$ cat src/rtl/core/pitt_pkg.sv
// Package for the point-in-tetrahedron test unit.
// Holds widths, reset constants and the controller state type; no dependencies.
`timescale 1ns / 1ps
package pitt_pkg;
  localparam int COORD_BITS_DEF = 16;
  localparam int DET_BITS = 52;
  localparam int SHIFT_BITS = 6;
  localparam logic [SHIFT_BITS-1:0] SHIFT_RESET = 6'd20;
  localparam logic OP_LOAD = 1'b0;
  localparam logic OP_TEST = 1'b1;

  typedef enum logic [2:0] {
    ST_IDLE,
    ST_BOX,
    ST_DET,
    ST_DONE,
    ST_OUT
  } state_t;

  typedef struct packed {
    logic load;
    logic box_start;
    logic det_start;
    logic det_step;
    logic finish;
  } cmd_t;

  typedef struct packed {
    logic in_box;
    logic det_last;
  } status_t;
endpackage

$ cat src/rtl/core/pitt_ctrl.sv
// Controller state machine for the point-in-tetrahedron test unit.
// Depends on pitt_pkg.
`timescale 1ns / 1ps
module pitt_ctrl (
  input  logic clk,
  input  logic rst,
  input  logic in_valid,
  output logic in_ready,
  input  logic op,
  output logic out_valid,
  input  logic out_ready,
  output pitt_pkg::cmd_t cmd,
  input  pitt_pkg::status_t status
);
  import pitt_pkg::*;
  state_t state, state_next;
  logic acc_in;
  assign acc_in = in_valid & in_ready;

  always_comb begin
    state_next = state;
    unique case (state)
      ST_IDLE: if (acc_in && op == OP_TEST) state_next = ST_BOX;
      ST_BOX:  state_next = status.in_box ? ST_DET : ST_DONE;
      ST_DET:  if (status.det_last) state_next = ST_DONE;
      ST_DONE: state_next = ST_OUT;
      ST_OUT:  if (out_ready) state_next = ST_IDLE;
      default: state_next = ST_IDLE;
    endcase
  end

  always_comb begin
    cmd = '0;
    in_ready = (state == ST_IDLE);
    out_valid = (state == ST_OUT);
    cmd.load = acc_in && op == OP_LOAD;
    cmd.box_start = acc_in && op == OP_TEST;
    cmd.det_start = (state == ST_BOX);
    cmd.det_step = (state == ST_DET);
    cmd.finish = (state == ST_DONE);
  end

  always_ff @(posedge clk) begin
    if (rst) state <= ST_IDLE;
    else state <= state_next;
  end
endmodule
$ cat config.mk
export PLATFORM = sky130hd
export DESIGN_NAME = pitt_ctrl
export DESIGN_NICKNAME = d
export VERILOG_FILES = /design/src/rtl/core/pitt_pkg.sv /design/src/rtl/core/pitt_ctrl.sv
export SDC_FILE = /design/constraint.sdc
export NUM_CORES = 1
export LEC_CHECK = 0
export BUFFER_PORTS_ARGS = -buffer_cell sky130_fd_sc_hd__buf_2
export CORE_AREA = 2 2 39 41
export DETAILED_ROUTE_END_ITERATION = 6
export DIE_AREA = 0 0 41 43
export PLACE_DENSITY = 0.49
export SYNTH_ARGS = -nofsm -noshare
export SYNTH_HDL_FRONTEND = slang
export SYNTH_SLANG_ARGS = --single-unit
$ cat constraint.sdc
create_clock -name clk -period 1.55 [get_ports clk]
set_input_delay 0.31 -clock clk [delete_from_list [all_inputs] [get_ports clk]]
set_output_delay 0.31 -clock clk [all_outputs]
set_load 0.01 [all_outputs]
**Yosys cells after proc, flatten, opt, wreduce, memory -nomap -nowiden**

Index checks and enable logic that the tools add are counted.
W data, S select, Z words.

- Output and inout port bits: 7
- Bits of input ports: 7
- Logic and storage cells: 19
- Register bits: 3

- Equal/unequal tests: 7
- Reductions and logical operators: 4
- Multiplexer cells: 5
- Bitwise operators: 2

Operators with widths:

| kind | number |
|---|---|
| $pmux W3 S5 | 1 |
| $mux W3 | 3 |
| $eq A3 B2 Y1 const B | 2 |
| $ne A2 B1 Y1 const B | 3 |
| $eq A3 B1 Y1 const B | 1 |
| $eq A3 B3 Y1 const B | 1 |
| $logic_not A3 Y1 | 1 |
| $reduce_and A3 Y1 | 1 |
| $logic_and A1 B1 Y1 | 2 |
| $and A1 B1 Y1 | 1 |
| $mux W1 | 1 |
| $not A1 Y1 | 1 |

**Depth between registers and ports, before layout**

- Word-level depth: 5
- Depth in mapped cells: 4
- Mapped depth without buffers: 3

**Worst setup path after synthesis**

OpenSTA, ideal clock, no wires.

- Path kind: reg2out
- Start: reg state[2]
- End: out cmd[4] in the netlist's numbering
- Path buffers: 0
- Setup slack: 0.212 ns
- Data required time: 1.240 ns
- Arrival: 1.028 ns
- Cell stages (with the launch flop): 4
- Cell sequence: dfxtp_1 > nor3_1 > nand2_1 > nor2_1

RTL lines:

| what | line | RTL |
|---|---|---|
| from (decl) | pitt_ctrl.sv:16 | `state_t state, state_next;` |
| from (signal assigned) | pitt_ctrl.sv:45 | `else state <= state_next;` |
| to (decl) | pitt_ctrl.sv:12 | `output pitt_pkg::cmd_t cmd,` |

==> results.ini <==
[floorplan]
io_pins=14
fp-row-count=14
die_h_um=43
core_area_mm2=0.00138
initial_utilization=0.154
die_w_um=41
die_area_mm2=0.00176

[grt]
gr-total-overflow=0
antenna_found_initial=0
grt_pass1_wl_um=717
gr-usage-all-layers=0.0671
first_global_vias=193
grt_max_degree=9

[layout]
regArea_um2=60.1
fillers=164
layout.nets=47
reg.largest.list=state x3
multiInputGateArea_um2=135
largest_reg_flops=3
regMostFlops=state
area_delta_synth_final_pct=49.4
layout-drive-gt1-share=0.513
num_antenna_cells=0

[route]
vias=205
drc_errors=0
avgViaCountPerCell=3.73
dr.pass1.iters=2
routed_wl_um=466
ant_nets=0
drt_iter0_markers=1
wl_per_cell_um=8.47

[synth]
synth_area_leaders=dfxtp_1 28%, a2111oi_4 13%, nor3b_1 7.1%, nor2b_4 6.5%, buf_6 5.3%
seq_area_frac_synth=0.282
synth-seq-cells=3
synthTopCellsByCount=3 x dfxtp_1, 3 x nor2_1, 2 x nand2_1, 2 x nor3_1, 2 x nor3b_1
ys.flop_type=dfxtp_1
syn_nets=30
netlist_area_um2=213
ys_warn_count=0
syn_avg_cell_area_um2=9.25
synth_cell_types=16
synth_top_cell_by_area=dfxtp_1
synth_edf_count=0
ys_async_sr_fraction=0
synthCells=23
yosysTopAreaCellShare=0.282

[timing]
setup_ws_ps=106
worst_pin_slew_ps=309
max_freq_mhz=692
maxSlewViolCount=0
fin_tns_setup_ps=0
finalSetupViolations=0
finalCriticalPeriod_ps=1440
worst_clock_skew_ps=0.412
final.period_utilization=0.932
rsz0062_at_grt=no
hold_violations=0
max-slew-margin-rel=0.794

[placement]
gp_congestion=0.679
post-dp-hpwl_um=370
port_buffers=13
dp_slack_ps=259

[clocking]
root_buffer=clkbuf_4
clock_path_buffers=2
cts_setup_buffers=0
numCtsBuffers=3
cts.clk_slew.worst_paths_ps=40
clk_latency_ps=230
cts_max_level=1
cts_resized=0
hold_buffers=0
cts_num_sinks=3
cts_tree=done

[status]
outcome=finished clean

[critical_path]
slowest_delay_ps=380
cp_slowest_cell=dfxtp_1
crit_path_end_kind=output pin
startpoint_type=register
r2r_start=state[1]$_SDFFE_PP0P_
startpoint=state[2]$_SDFFE_PP0P_
worstPathArrival_ps=1130
crit_chain=nor3_2 > and3_1 > buf_2
reg2reg_depth=3
crit_fanout=8
crit_required_ps=1240
critical_path_class=register to output pin

[power]
powerDensity_mw_per_mm2=1340
p_leak_nw=0.157
p_total_w=0.000427
irDropWorstVdd_mv=0.303

[worst_hold_path]
min_from=rst
holdPathStages=2
hold_class=input port to register

[flow_run]
maxCapViolCount=0

## worst max-delay path: cells and delay by family, from the launching register on
kind | cells | cell delay (ps)
DFF | 1 | 380
and+or+nand+nor | 2 | 400
buffers and inverters | 1 | 120
## layout by cell type (no fill, tap or decap)
master | netlist | routed
a2111oi_4 | 1 | 1
a31oi_1 | 1 | 1
and2_1 | 1 | 1
and3_1 | 1 | 1
and3b_1 | 1 | 1
buf_2 | 0 | 13
buf_4 | 1 | 1
clkbuf_1 | 0 | 1
clkbuf_4 | 0 | 3
dfxtp_1 | 3 | 3
inv_1 | 1 | 1
nand2_1 | 2 | 2
nor2_1 | 3 | 3
nor2b_4 | 1 | 1
nor3_1 | 2 | 1
nor3_2 | 0 | 1
nor3b_1 | 2 | 2
o22a_1 | 1 | 1
xnor2_1 | 1 | 1
## final timing paths
path / slack, ps / to
worst max-delay path: 110 / cmd[3]
worst min-delay path: 300 / state[2]$_SDFFE_PP0P_
worst max register to register: 410 / state[0]$_SDFFE_PP0P_
worst min register to register: 590 / state[0]$_SDFFE_PP0P_
## area by class of cell
| type | count | share of cell area |
|---|---|---|
| multi-input combinational | 17 | 0.425 |
| tap | 16 | 0.0630 |
| sequential | 3 | 0.189 |
| timing repair buffer | 14 | 0.228 |
| inverter | 1 | 0.0118 |
| clock buffer | 4 | 0.0827 |
## metal layers
metal  GRT usage  part of all wire  up-vias
met5           0                 0        -
li1            -                 -      110
met1      0.0703              0.48       85
met2      0.0844              0.44       10
met4      0.0800                 0        0
met3      0.0314             0.077        0
## logic make-up (layout without fill, tap and decap cells)
group / Yosys count / in the layout / synth area share
AO/OA/AOI/OAI: 3 / 3 / 0.200
XOR/XNOR: 1 / 1 / 0.0412
buffers and inverters: 3 / 19 / 0.106
flip-flops: 3 / 3 / 0.282
AND/OR/NAND/NOR: 13 / 13 / 0.371
## report_power, final
part,switching [W],internal [W],total (W)
Sequential,0.0000302,0.0000920,0.000122
Combinational,0.0000742,0.0000939,0.000168
Clock,0.0000400,0.0000964,0.000136
Total,0.000144,0.000282,0.000427
## stage by stage
step	hold slack [ps]	std cells	instance area [um^2]	utilization
3_3_place_gp	546	51	287	0.207
4_1_cts	287	55	313	0.226
2_1_floorplan	382	23	213	-
3_5_place_dp	540	51	287	0.207
6_report	296	55	318	0.230
5_1_grt	290	55	318	0.230
Note: power is estimated with default switching activity, not from simulation.
